$ cat config.mk
export PLATFORM = sky130hd
export DESIGN_NAME = thi_ram
export DESIGN_NICKNAME = d
export VERILOG_FILES = /design/src/thi_ram.sv
export SDC_FILE = /design/constraint.sdc
export NUM_CORES = 2
export LEC_CHECK = 0
export BUFFER_PORTS_ARGS = -buffer_cell sky130_fd_sc_hd__buf_4
export CAP_MARGIN = 20
export CORE_ASPECT_RATIO = 0.8
export CORE_UTILIZATION = 48
export CTS_BUF_LIST = sky130_fd_sc_hd__clkbuf_8
export DETAILED_ROUTE_END_ITERATION = 10
export PLACE_DENSITY = 0.62
export REMOVE_ABC_BUFFERS = 1
export SETUP_SLACK_MARGIN = 0.02
export SLEW_MARGIN = 25
export SYNTH_ARGS = -nofsm -noshare
export SYNTH_HDL_FRONTEND = slang
export SYNTH_SLANG_ARGS = --single-unit
$ cat constraint.sdc
create_clock -name clk -period 2.2 [get_ports clk]
set_input_delay 0.33 -clock clk [delete_from_list [all_inputs] [get_ports clk]]
set_output_delay 0.33 -clock clk [all_outputs]
set_load 0.03 [all_outputs]
$ cat src/thi_ram.sv
// ----------------------------------------------------------------------------
// thi_ram
// Generic single-port-write, single-port-read RAM with registered read.
// ----------------------------------------------------------------------------
module thi_ram #(
	parameter int WIDTH = 8,
	parameter int DEPTH = 256
) (
	input  logic                     clk,
	input  logic                     we,
	input  logic [$clog2(DEPTH)-1:0] waddr,
	input  logic [WIDTH-1:0]         wdata,
	input  logic [$clog2(DEPTH)-1:0] raddr,
	output logic [WIDTH-1:0]         rdata
);

	logic [WIDTH-1:0] mem [DEPTH];

	always_ff @(posedge clk) begin
		if (we) begin
			mem[waddr] <= wdata;
		end
		rdata <= mem[raddr];
	end

endmodule

# Yosys cells after proc, flatten, opt, wreduce, memory -nomap -nowiden
# Memory sizes are Yosys's and may differ from the RTL's. A register that Yosys moved wholly into a read port is not among the register bits.
# Cells that the tools add are included.
# Widths: inputs -> output; s select.
[word_totals] ff_bits=0 ramBits=2048 in_bits=26 output_inout_bits=8 elab_cells=3 n_memories=1
[op_classes] muxes=2
[mem_list] name="mem" words=256 width=8 rd=1 rd_clocked_by_memory_dff=1 write_ports=1 line="17" source="logic [WIDTH-1:0] mem [DEPTH];"
[ops] cell="$mux 1" n=2

# Depth between registers and ports, before layout
[depth] ltp_word=2 ltp_mapped=11 ltp_nobuf=6

# Least setup slack after synthesis
# Ideal clock, no wire load.
[synth_timing] path_kind="input to register" from="input port raddr[0]" to="register rdata[2] (read register of mem)" setup_time_ns=0.131 t_arrival_ns=2.137 slack_ns=-0.068 path_stages=9 n_path_buf=4 path_cell_list="buf_6 > buf_12 > buf_8 > buf_2 > mux4_2 > a22oi_1 > a21oi_1 > nor4_1 > nor4_2"
[synth_lines] element="start, declared" line="13" source="input logic [$clog2(DEPTH)-1:0] raddr,"
[synth_lines] element="end, declared" line="14" source="output logic [WIDTH-1:0] rdata"

==> results.txt <==
min Tclk post-route - 2350 ps
critical path peak fanout - 1
IO Count - 34
DRT Wirelength - 207 mm
met3 Use GR - 5.43%
slew margin rel. - 35.6%
setup TNS - -219 ps
drt pass-1 iters - 6
syn_area_per_cell - 21.3 um^2
Synth area leader - edfxtp_1
total CTS buffers - 323
final worst slack - -148 ps
Top FF cell, synth - edfxtp_1
initial antenna violation count - 12
Vias - 42.1k
Fmax - 426 MHz
Critical Path Source Type - flop
synth unique cells - 55
root buffer cell - clkbuf_8
Starting Density - 48.4%
vias per inst - 6.02
DR WL/cell - 29.7 um
CP endpoint kind - flop
vias in the first global route - 41.9k
main combinational cell family by area after synthesis - multiplexers
Hold Crit Class - in -> reg
most common cell in the netlist - edfxtp_1
placed cells - 6435
Async SR Flop Fraction - 0%
violated checks - negative setup slack
GRT Resource Usage Total - 24.9%
status - complete, but fails checks
Hold Vio Cnt, Final - 0
pin count of the biggest net entering global routing - 96
most common library cells after synthesis - edfxtp_1, mux4_2, nor2_1
worst path arrival time - 3240 ps
mux cell area share after synthesis - 14.6%
Synth Area in XOR/XNOR - 0%
clock slew at reported path FFs - 60 ps
clock buffer depth - 4
core region area - 164000 um^2
worst slew pin tran - 962 ps
wire length of the first global-routing pass - 298 mm
gpl congestion - 0.862
met2 usage - 35.8%
Synth top area share - 77.3%
maxcap violations - 0
Yosys Warn Count - 0
top cells by area, synth - edfxtp_1, mux4_2, mux2i_1
critical path class - reg -> reg
Worst EP required - 3090 ps
clock sinks - 2056
Post-Synth Adder-Cell Area - 0%
Seq cells post-synth - 2056
part of the cycle the worst path needs - 107%
Iter 0 DRT Violations - 5566
Die ar. - 167000 um^2
HPWL Detailed - 134 mm
die width - 457 um
met1 capacity usage during global routing - 38.6%
global routing's busiest layer - met1
compound-cell area share of the yosys netlist - 3.42%
worst vdd ir - 0.000672 V
Mapped Area - 79600 um^2
num rows - 133
Clock Latency Late Sink - 1040 ps
RSZ-0062 raised after global routing - yes
Post-Synth Simple-Gate Area - 2.63%
Max Slew Vio Count - 0
Leak Pwr - 31.0 nW
P&R area growth vs syn - 18.0%
share of cells above drive strength 1 - 34.8%
register area share after synthesis - 77.5%
DRC - 0
Syn Inst Count - 3733
Layout Nets - 4635
total gr overflow - 0
Util after Layout - 57.1%
H-tree levels - 5
Power per Cell Area - 825 nW/um^2
CTS tree - built
Setup Skew - 71.6 ps
number of I/O port buffers - 33
Post-synth EDFFs - 2048
Die Y - 366 um
endpoints failing setup - 2
ANT nets after route - 0
Final Instance Count excl. Fillers - 6994
-- per-stage QoR --
step           instance area [um^2]  total power [W]  setup slack [ps]  hold slack [ps]
5_1_grt                       93900           0.0798              -171             18.9
3_5_place_dp                  87800           0.0488             -1080              706
2_1_floorplan                 78100           0.0456              -538              429
6_report                      93900           0.0774              -148             62.8
3_3_place_gp                  87800           0.0487             -1460              703
4_1_cts                       93700           0.0779             -65.7             2.08
-- kinds of logic after synthesis --
logic type,after synthesis
compound gates,385
buf+inv,235
flops,2056
mux,591
simple gates,466
-- sequential cells by signal, indices dropped and copies added, names as in the netlist --
register and cells:
rdata 8, mem 2048
-- cell usage in the layout (no fill, tap or decap), types with 7 or more instances in the layout --
cell           netlist  final
nand2_1             33     33
buf_12               8     80
a21oi_1             96     95
diode_2              0      9
nor2b_1             31     27
clkinv_2             0     32
nor3_2               0      8
o22ai_1             28     28
o221ai_1            46     45
buf_4               27    679
edfxtp_1          2048   2048
nand4_1             10     10
a211oi_1            16     12
nor3_1              22     12
bufinv_16            0      8
nand3_1             34     31
nor4_2               3      9
o211ai_1            10     10
mux4_2             454    455
inv_1                1    102
mux2i_1            134    134
dlygate4sd3_1        0     12
clkbuf_8             0    333
o21ai_0             10     10
a221oi_1            13      8
nand2b_1             8      8
clkinv_1             1     62
nor2_1             282    272
nor4_1              24     14
buf_8               13     10
dfxtp_1              8      7
a22o_1               8      7
a22oi_1            133    130
-- cell type report --
| type | count | area (um^2) |
|---|---|---|
| antenna | 9 | 22.5 |
| clock buffer | 333 | 4580 |
| clock inverter | 208 | 1060 |
| fill | 12200 | 70500 |
| inverter | 2 | 7.51 |
| multi-input combinational | 1442 | 16800 |
| sequential | 2056 | 61700 |
| tap | 2160 | 2700 |
| timing repair buffer | 784 | 7000 |
-- per-layer routing --
layer | routed length (um) | part of all wire, %
met1 | 90300 | 44
met2 | 92000 | 44
met3 | 20800 | 10
met4 | 4230 | 2.0
met5 | 34 | 0.016
-- power breakdown --
| group | internal [W] | leakage [nW] | switching, W |
|---|---|---|---|
| clock | 0.0149 | 3.28 | 0.0145 |
| sequential | 0.0432 | 18.5 | 0.0000775 |
| combinational | 0.00195 | 9.20 | 0.00285 |
| total | 0.0600 | 31.0 | 0.0174 |
-- worst max-delay path, stage by stage, from the launching register on --
cell and delay, ps:
edfxtp_1 360, mux4_2 460, a22o_1 260, a221oi_2 240, buf_4 230, o32ai_2 90
buf_4 180, nor3_4 200, buf_6 150, nor4_1 40
-- worst paths after layout --
kind | startpoint | to | slack (ps) | cells after the start
worst min register to register | mem[32][5] | rdata[5] | 1110 | 7
worst min-delay path | we | mem[228][6] | 60 | 4
worst max-delay path | mem[83][5] | rdata[5] | -150 | 9
worst max register to register | mem[83][5] | rdata[5] | -150 | 9
-- what timing repair did --
item | 4_1_cts | 5_1_grt
hold endpoints to repair | 1576 | 0
pin swaps | 10 | 20
buffers inserted | 0 | 0
hold buffers | 12 | 0
resized for setup | 37 | 27
setup endpoints to repair | 9 | 8
Note: power is estimated with default switching activity, not from simulation.
