`config.mk`:
```
export PLATFORM = sky130hd
export DESIGN_NAME = thi_hash_mod
export DESIGN_NICKNAME = d
export VERILOG_FILES = /design/src/thi_pkg.sv /design/src/thi_hash_mod.sv
export SDC_FILE = /design/constraint.sdc
export NUM_CORES = 1
export LEC_CHECK = 0
export ABC_AREA = 0
export BUFFER_PORTS_ARGS = -buffer_cell sky130_fd_sc_hd__buf_2
export CAP_MARGIN = 0
export CORE_AREA = 2 2 39 41
export DETAILED_ROUTE_END_ITERATION = 8
export DIE_AREA = 0 0 41 43
export HOLD_SLACK_MARGIN = 0.12
export MAX_ROUTING_LAYER = met4
export PLACE_DENSITY = 0.63
export SLEW_MARGIN = 20
export SYNTH_ARGS = -nofsm -noshare
export SYNTH_HDL_FRONTEND = slang
export SYNTH_SLANG_ARGS = --single-unit
```
`constraint.sdc`:
```
create_clock -name clk -period 0.8 [get_ports clk]
set_input_delay 0.16 -clock clk [delete_from_list [all_inputs] [get_ports clk]]
set_output_delay 0.16 -clock clk [all_outputs]
set_load 0.005 [all_outputs]
```
`src/thi_pkg.sv`:
```
// ----------------------------------------------------------------------------
// thi_pkg
// Types and codes shared by the hash index: command and result words,
// table entry layout, opcodes, status codes and slot marks.
// ----------------------------------------------------------------------------
package thi_pkg;

	localparam int HASH_BITS  = 32;
	localparam int INDEX_BITS = 16;

	localparam logic [1:0] OP_INSERT = 2'd0;
	localparam logic [1:0] OP_ERASE  = 2'd1;
	localparam logic [1:0] OP_CLEAR  = 2'd2;

	localparam logic [2:0] STAT_INSERTED   = 3'd0;
	localparam logic [2:0] STAT_PRESENT    = 3'd1;
	localparam logic [2:0] STAT_INDEX_ZERO = 3'd2;
	localparam logic [2:0] STAT_FULL       = 3'd3;
	localparam logic [2:0] STAT_ERASED     = 3'd4;
	localparam logic [2:0] STAT_NOT_FOUND  = 3'd5;
	localparam logic [2:0] STAT_CLEARED    = 3'd6;

	localparam logic [1:0] MARK_EMPTY = 2'd0;
	localparam logic [1:0] MARK_USED  = 2'd1;
	localparam logic [1:0] MARK_TOMB  = 2'd2;

	typedef struct packed {
		logic [1:0]            opcode;
		logic [HASH_BITS-1:0]  name_hash;
		logic [INDEX_BITS-1:0] entity_index;
	} cmd_t;

	typedef struct packed {
		logic [2:0] status;
		logic [7:0] slot;
		logic       rebuild_requested;
	} result_t;

	typedef struct packed {
		logic [1:0]            mark;
		logic [HASH_BITS-1:0]  key;
		logic [INDEX_BITS-1:0] value;
	} entry_t;

endpackage

```
`src/thi_hash_mod.sv`:
```
// ----------------------------------------------------------------------------
// thi_hash_mod
// Home slot of a hash: hash modulo the slot count. A power-of-two count
// takes the low hash bits into the result register; any other count
// registers a constant-reciprocal quotient, then a low-bit back-multiply.
// ----------------------------------------------------------------------------
module thi_hash_mod import thi_pkg::*; #(
	parameter int SLOTS = 256
) (
	input  logic                     clk,
	input  logic                     arst_n,
	input  logic                     go,
	input  logic [HASH_BITS-1:0]     hash,
	output logic                     done,
	output logic [$clog2(SLOTS)-1:0] pos
);

	localparam int AW = $clog2(SLOTS);
	localparam int SH = HASH_BITS + AW;
	localparam int PW = 2 * HASH_BITS + 1;
	localparam bit POW2 = (SLOTS & (SLOTS - 1)) == 0;
	localparam logic [HASH_BITS:0] RECIP =
		(HASH_BITS + 1)'(((64'd1 << SH) + 64'(SLOTS) - 64'd1) / 64'(SLOTS));
	localparam logic [AW-1:0] MOD_LOW = AW'(SLOTS);

	logic          run_q;
	logic          done_q;
	logic [AW-1:0] quo_s1;
	logic [AW-1:0] low_s1;
	logic [AW-1:0] rem_q;
	logic [PW-1:0] prod;
	logic [AW-1:0] back;

	always_comb begin
		prod = PW'(hash) * PW'(RECIP);
		back = AW'(quo_s1 * MOD_LOW);
	end

	always_ff @(posedge clk or negedge arst_n) begin
		if (!arst_n) begin
			run_q  <= 1'b0;
			done_q <= 1'b0;
		end else begin
			done_q <= 1'b0;
			run_q  <= 1'b0;
			if (go) begin
				if (POW2) begin
					rem_q  <= hash[AW-1:0];
					done_q <= 1'b1;
				end else begin
					quo_s1 <= prod[SH +: AW];
					low_s1 <= hash[AW-1:0];
					run_q  <= 1'b1;
				end
			end else if (run_q) begin
				rem_q  <= low_s1 - back;
				done_q <= 1'b1;
			end
		end
	end

	assign done = done_q;
	assign pos  = rem_q;

endmodule

```
# Yosys cells after proc, flatten, opt, wreduce, memory -nomap -nowiden
# Cells that the tools add are included.
[op_classes] muxes=2 reduce_logical=1
[op_table] operator="$mux W8" count=1
[op_table] operator="$reduce_and A2 Y1" count=1
[op_table] operator="$mux W1" count=1
[totals] elab_cells=5 ff_bits=9

# Longest topological paths before layout
# Gate-level depths: netlist of the first run.
[depth] ltp_word=1 depth_mapped=1 ltp_nobuf=1

# Least setup slack after synthesis of the first run
# No wires, ideal clock.
[synth_path] path_type="input -> register" start="input arst_n" end="register rem_q[0], in the netlist pos[0], enable pin" cell_stages=1 n_path_buf=0 path_slack_ps=45 t_arrival_ps=423 setup_ps=332 cell_sequence="and2_1"
[synth_via] elab_chain_cells=1
[synth_lines] element="from (decl)" line_no="thi_hash_mod.sv:11" source="input logic arst_n,"
[synth_lines] element="$reduce_and A2 Y1 (no line)"
[synth_lines] element="to (signal assigned)" line_no="thi_hash_mod.sv:48" source="rem_q <= hash[AW-1:0];"
[synth_lines] element="to (signal assigned)" line_no="thi_hash_mod.sv:56" source="rem_q <= low_s1 - back;"
[synth_lines] element="to (decl)" line_no="thi_hash_mod.sv:30" source="logic [AW-1:0] rem_q;"
# Every way passes these cells.
# A chain may end at the register's enable or synchronous reset.

# Worst setup path in the final report of the first run
[layout_path] start="register rem_q[6], in the netlist pos[6]" end="output pos[6]"
[layout_lines] element="to (decl)" line_no="thi_hash_mod.sv:15" source="output logic [$clog2(SLOTS)-1:0] pos"
# No word-level cell between the ends.

==> summary.txt, run 1 <==
setup TNS: -0.947 ns
Leakage Power: 0.000237 µW
largest net degree at the start of global routing: 6
Least-Margin Pin Slew: 0.0811 ns
Clk Tree Root Cell: clkbuf_4
Worst path max stage delay: 0.38 ns
area of the die: 1760 µm²
most common cell after layout, fill and taps aside: buf_2
CTS Buf Count: 3
post-layout minimum cycle time: 0.929 ns
vias in the first global route: 254
Antenna Nets Post-Route: 0
num ports: 44
antenna violations before repair: 0
vias post-DR: 223
Mapped Nets: 45
Final Util: 0.382
cell chain of the critical path: buf_2
post-synth top area share: 0.885
critical path's slowest cell: edfxtp_1
Max Cap Viol: 0
Initial Util: 0.196
area leader, netlist: edfxtp_1
Setup CP Type: reg -> out
Max-slew headroom: 0.946
status: finished, violations left
1st-pass router iterations: 1
Synth-to-Final Area Change: 94.5%
DIE WIDTH: 41 µm
final wirelength: 700 µm
core box area: 1380 µm²
PortBufs: 19
post-route setup slack: -0.129 ns
Distinct cells, synth: 3
crit share post-route: 1.16
Max VDD drop: 1350 µV
worst min path class: in -> reg
Avg Cell Area, Syn: 27.2 µm²
first-pass GRT wire length: 1040 µm
Seq. cell area: 265 µm²
Yosys reg bits: 9
power after layout: 1000 µW
critical path capture point type: output pin
CTS tree: yes
post-DR wirelength/cell: 11.7 µm
Clock Tree Buf Depth: 2
worst-path fanout max: 1
Via density: 3.72
multi-input logic area: 6.26 µm²
Residual DRC: 0
Syn. warnings: 0
Total Routing Usage GR: 0.101
failing checks: negative setup slack
H-tree Lvls: 1
Final Hold Vio Count: 0
layout cell share with drive strength beyond 1: 0.523
diode count: 0
pre-CTS WS: -0.0141 ns
CTS sink cnt: 9
Pwr per Cell Area: 1890 nW/µm²
Mapped Cells: 10
Crit path buffers/inverters: 1
RSZ-0062 raised after global routing: true
Die H: 43 µm
crit start category: flip-flop
synth top area cells: edfxtp_1, dfrtp_1, and2_1
Req. time, crit path: 0.64 ns
Final Max Slew Viols: 0
Fill cells: 128
commonest non-fill, non-tap cells in the layout: buf_2, dlygate4sd3_1, edfxtp_1
Net count, final: 80
CP delay by family, top: flip-flops
row count: 14
DRT iter0 DRCs: 0
area of the mapped netlist: 272 µm²
Overflow after GRT: 0
Fmax: 1080 MHz
routability cong.: 0.682
Reg clk slew, reported paths: 0.06 ns
CP arrival: 0.77 ns
register area share after synthesis: 0.977
endpoints failing setup: 11
-- report_power, final --
part | total [µW] | switching [µW] | internal, µW
Sequential | 554 | 7.58 | 546
Clock | 333 | 142 | 191
Combinational | 113 | 37.5 | 75.2
Total | 1000 | 187 | 812
-- per-layer routing --
metal	part of all wire	track usage
met4	0	0.0200
met5	0	-
met1	0.36	0.100
met3	0.14	0.0681
met2	0.49	0.159
-- repair_timing --
action,4_1_cts,5_1_grt
endpoints found under the setup margin,9,12
resized for setup,0,1
buffers inserted,0,0
hold endpoints to repair,10,0
hold buffers,10,0
-- sequential cells by signal (all words and copies together), names as in the netlist --
register / count
done: 1
pos: 8
-- final timing paths --
kind | from | to | depth (start not counted)
min in group asynchronous | arst_n | done | 3
min | hash[4] | pos[4] | 2
max in group asynchronous | arst_n | done | 3
max | pos[6] | pos[6] | 1
-- layout make-up --
class                      count  share of cell area
clock buffer                   4              0.0498
multi-input combinational      1              0.0118
sequential                     9               0.502
tap                           16              0.0379
timing repair buffer          30               0.398
-- cells by family after synthesis --
| family | Yosys count | share of synthesized area |
|---|---|---|
| flip-flops | 9 | 0.977 |
| AND/OR/NAND/NOR | 1 | 0.0231 |
-- through the flow --
stage	instance area, µm²	std cells	hold slack (ns)
3_3_place_gp	409	48	0.0303
4_1_cts	536	62	0.295
6_report	528	60	0.298
2_1_floorplan	272	10	-0.136
3_5_place_dp	409	48	0.0320
5_1_grt	528	60	0.305
-- Yosys cell counts, drive strengths merged --
| library cell | count |
|---|---|
| dfrtp | 1 |
| and2 | 1 |
| edfxtp | 8 |
(Power assumes the default switching activity.)
==> run 2: changes to the inputs <==
ABC_AREA = 1   (was 0)
PLACE_DENSITY = unset   (was 0.63)
RECOVER_POWER = 100   (was unset)
==> run 2 against run 1 <==
Net effect:
- final area decreased by 2.4%
- fmax increased by 2.6%
- power increased by 0.14%
- routed wire length decreased by 13%
- the flow still finishes with violations (negative setup slack)
- sequential power about the same
- sequential cell count unchanged
- synthesized cell count increased by 10%
==> summary.txt, run 2 <==
core box area: 1380 µm²
Distinct cells, synth: 4
Die H: 43 µm
crit start category: flip-flop
area of the die: 1760 µm²
Syn. warnings: 0
Worst path max stage delay: 0.36 ns
max FFs per register: 8
antenna violations before repair: 0
1st-pass router iterations: 1
cell chain of the critical path: buf_2
worst min path class: in -> async
Residual DRC: 0
Inst Count DP: 47
post-synth top area share: 0.881
Pwr per Cell Area: 1940 nW/µm²
post-route insts no fill: 60
Fmax: 1100 MHz
layout cell share with drive strength beyond 1: 0.477
Synth top cells by count: edfxtp_1, dfrtp_1, inv_1, nand2_1
Setup CP Type: reg -> out
first-pass GRT wire length: 903 µm
Mapped Cells: 11
crit path from: pos[3]
final wirelength: 606 µm
Crit path buffers/inverters: 1
Final Hold Vio Count: 0
status: finished, violations left
Final Max Slew Viols: 0
Post-synth EDFFs: 8
Net count, final: 80
Avg Cell Area, Syn: 24.8 µm²
Total Routing Usage GR: 0.0866
Max Cap Viol: 0
DRT iter0 DRCs: 0
critical path's slowest cell: edfxtp_1
Synth-to-Final Area Change: 89.0%
commonest non-fill, non-tap cells in the layout: buf_2, dlygate4sd3_1, edfxtp_1
H-tree Lvls: 1
Placed Area: 395 µm²
post_cts resized: 0
design area: 515 µm²
endpoints failing setup: 9
failing checks: negative setup slack
Yosys reg bits: 9
largest net degree at the start of global routing: 9
Final Hold Slack: 0.321 ns
prevailing post-synth register cell: edfxtp_1
worst-path fanout max: 1
synth top area cells: edfxtp_1, dfrtp_1, inv_1, nand2_1
DIE WIDTH: 41 µm
post-route setup slack: -0.105 ns
Max-slew headroom: 0.780
CTS Buf Count: 3
Initial Util: 0.197
Via density: 3.68
Req. time, crit path: 0.64 ns
vias in the first global route: 214
Mapped Nets: 46
CTS tree: yes
critical path capture point type: output pin
post-DR wirelength/cell: 10.1 µm
area leader, netlist: edfxtp_1
CP arrival: 0.75 ns
power after layout: 1000 µW
post-layout minimum cycle time: 0.905 ns
CP delay by family, top: flip-flops
row count: 14
Least-Margin Pin Slew: 0.329 ns
Clk Tree Root Cell: clkbuf_4
register area share after synthesis: 0.972
Reg clk slew, reported paths: 0.06 ns
Max VDD drop: 923 µV
RSZ-0062 raised after global routing: true
Overflow after GRT: 0
vias post-DR: 221
num ports: 44
Leakage Power: 0.000226 µW
most common cell after layout, fill and taps aside: buf_2
Post-CTS Setup Repair Bufs: 0
PortBufs: 19
crit share post-route: 1.13
Antenna Nets Post-Route: 0
area of the mapped netlist: 273 µm²
diode count: 0
routability cong.: 0.574
asr flop ratio synth: 0.111
CTS sink cnt: 9
cell with the most instances after synthesis: edfxtp_1
Clock Tree Buf Depth: 2
==> run 2: layout make-up <==
type                            instances  area (µm²)
Clock buffer                            4        26.3
Sequential cell                         9         265
Tap cell                               16        20.0
Inverter                                1        3.75
Multi-Input combinational cell          1        3.75
Fill cell                             147         868
Timing Repair Buffer                   29         196
==> run 2: final timing paths <==
path	to	slack (ns)	cells after the start
setup / recovery	pos[3]	-0.11	1
hold / removal	done	0.32	3
max in group asynchronous	done	0.40	3
min in group clk	pos[4]	0.41	3
==> run 2: metrics by stage <==
| stage | setup slack (ns) | util | TNS (ns) |
|---|---|---|---|
| CTS | -0.124 | 0.377 | -1.01 |
| detailed placement | -0.0913 | 0.286 | -0.730 |
| global route | -0.163 | 0.373 | -1.27 |
| finish | -0.105 | 0.373 | -0.885 |
| floorplan | 0.105 | - | 0 |
| global placement | -0.0461 | 0.286 | -0.368 |
==> run 2: cells by family after synthesis <==
family                 share of synthesized area
DFF                                        0.972
and+or+nand+nor                           0.0137
buffers and inverters                     0.0137
==> run 2: power breakdown <==
group | switching, µW | internal (µW) | leakage (µW)
clock network | 153 | 192 | 0.0000150
registers | 5.75 | 546 | 0.0000867
logic | 36.8 | 68.2 | 0.000124
==> run 2: timing repair <==
| action | 4_1_cts | 5_1_grt |
|---|---|---|
| endpoints found under the hold margin | 10 | 0 |
| setup endpoints to repair | 9 | 10 |
| hold buffers | 10 | 0 |
==> run 2: routing by layer <==
layer	up-vias	GRT usage	wire length, µm
met5	-	-	0
met1	95	0.0976	280
met2	20	0.113	247
met3	0	0.0942	78
met4	0	0	0
li1	106	-	-
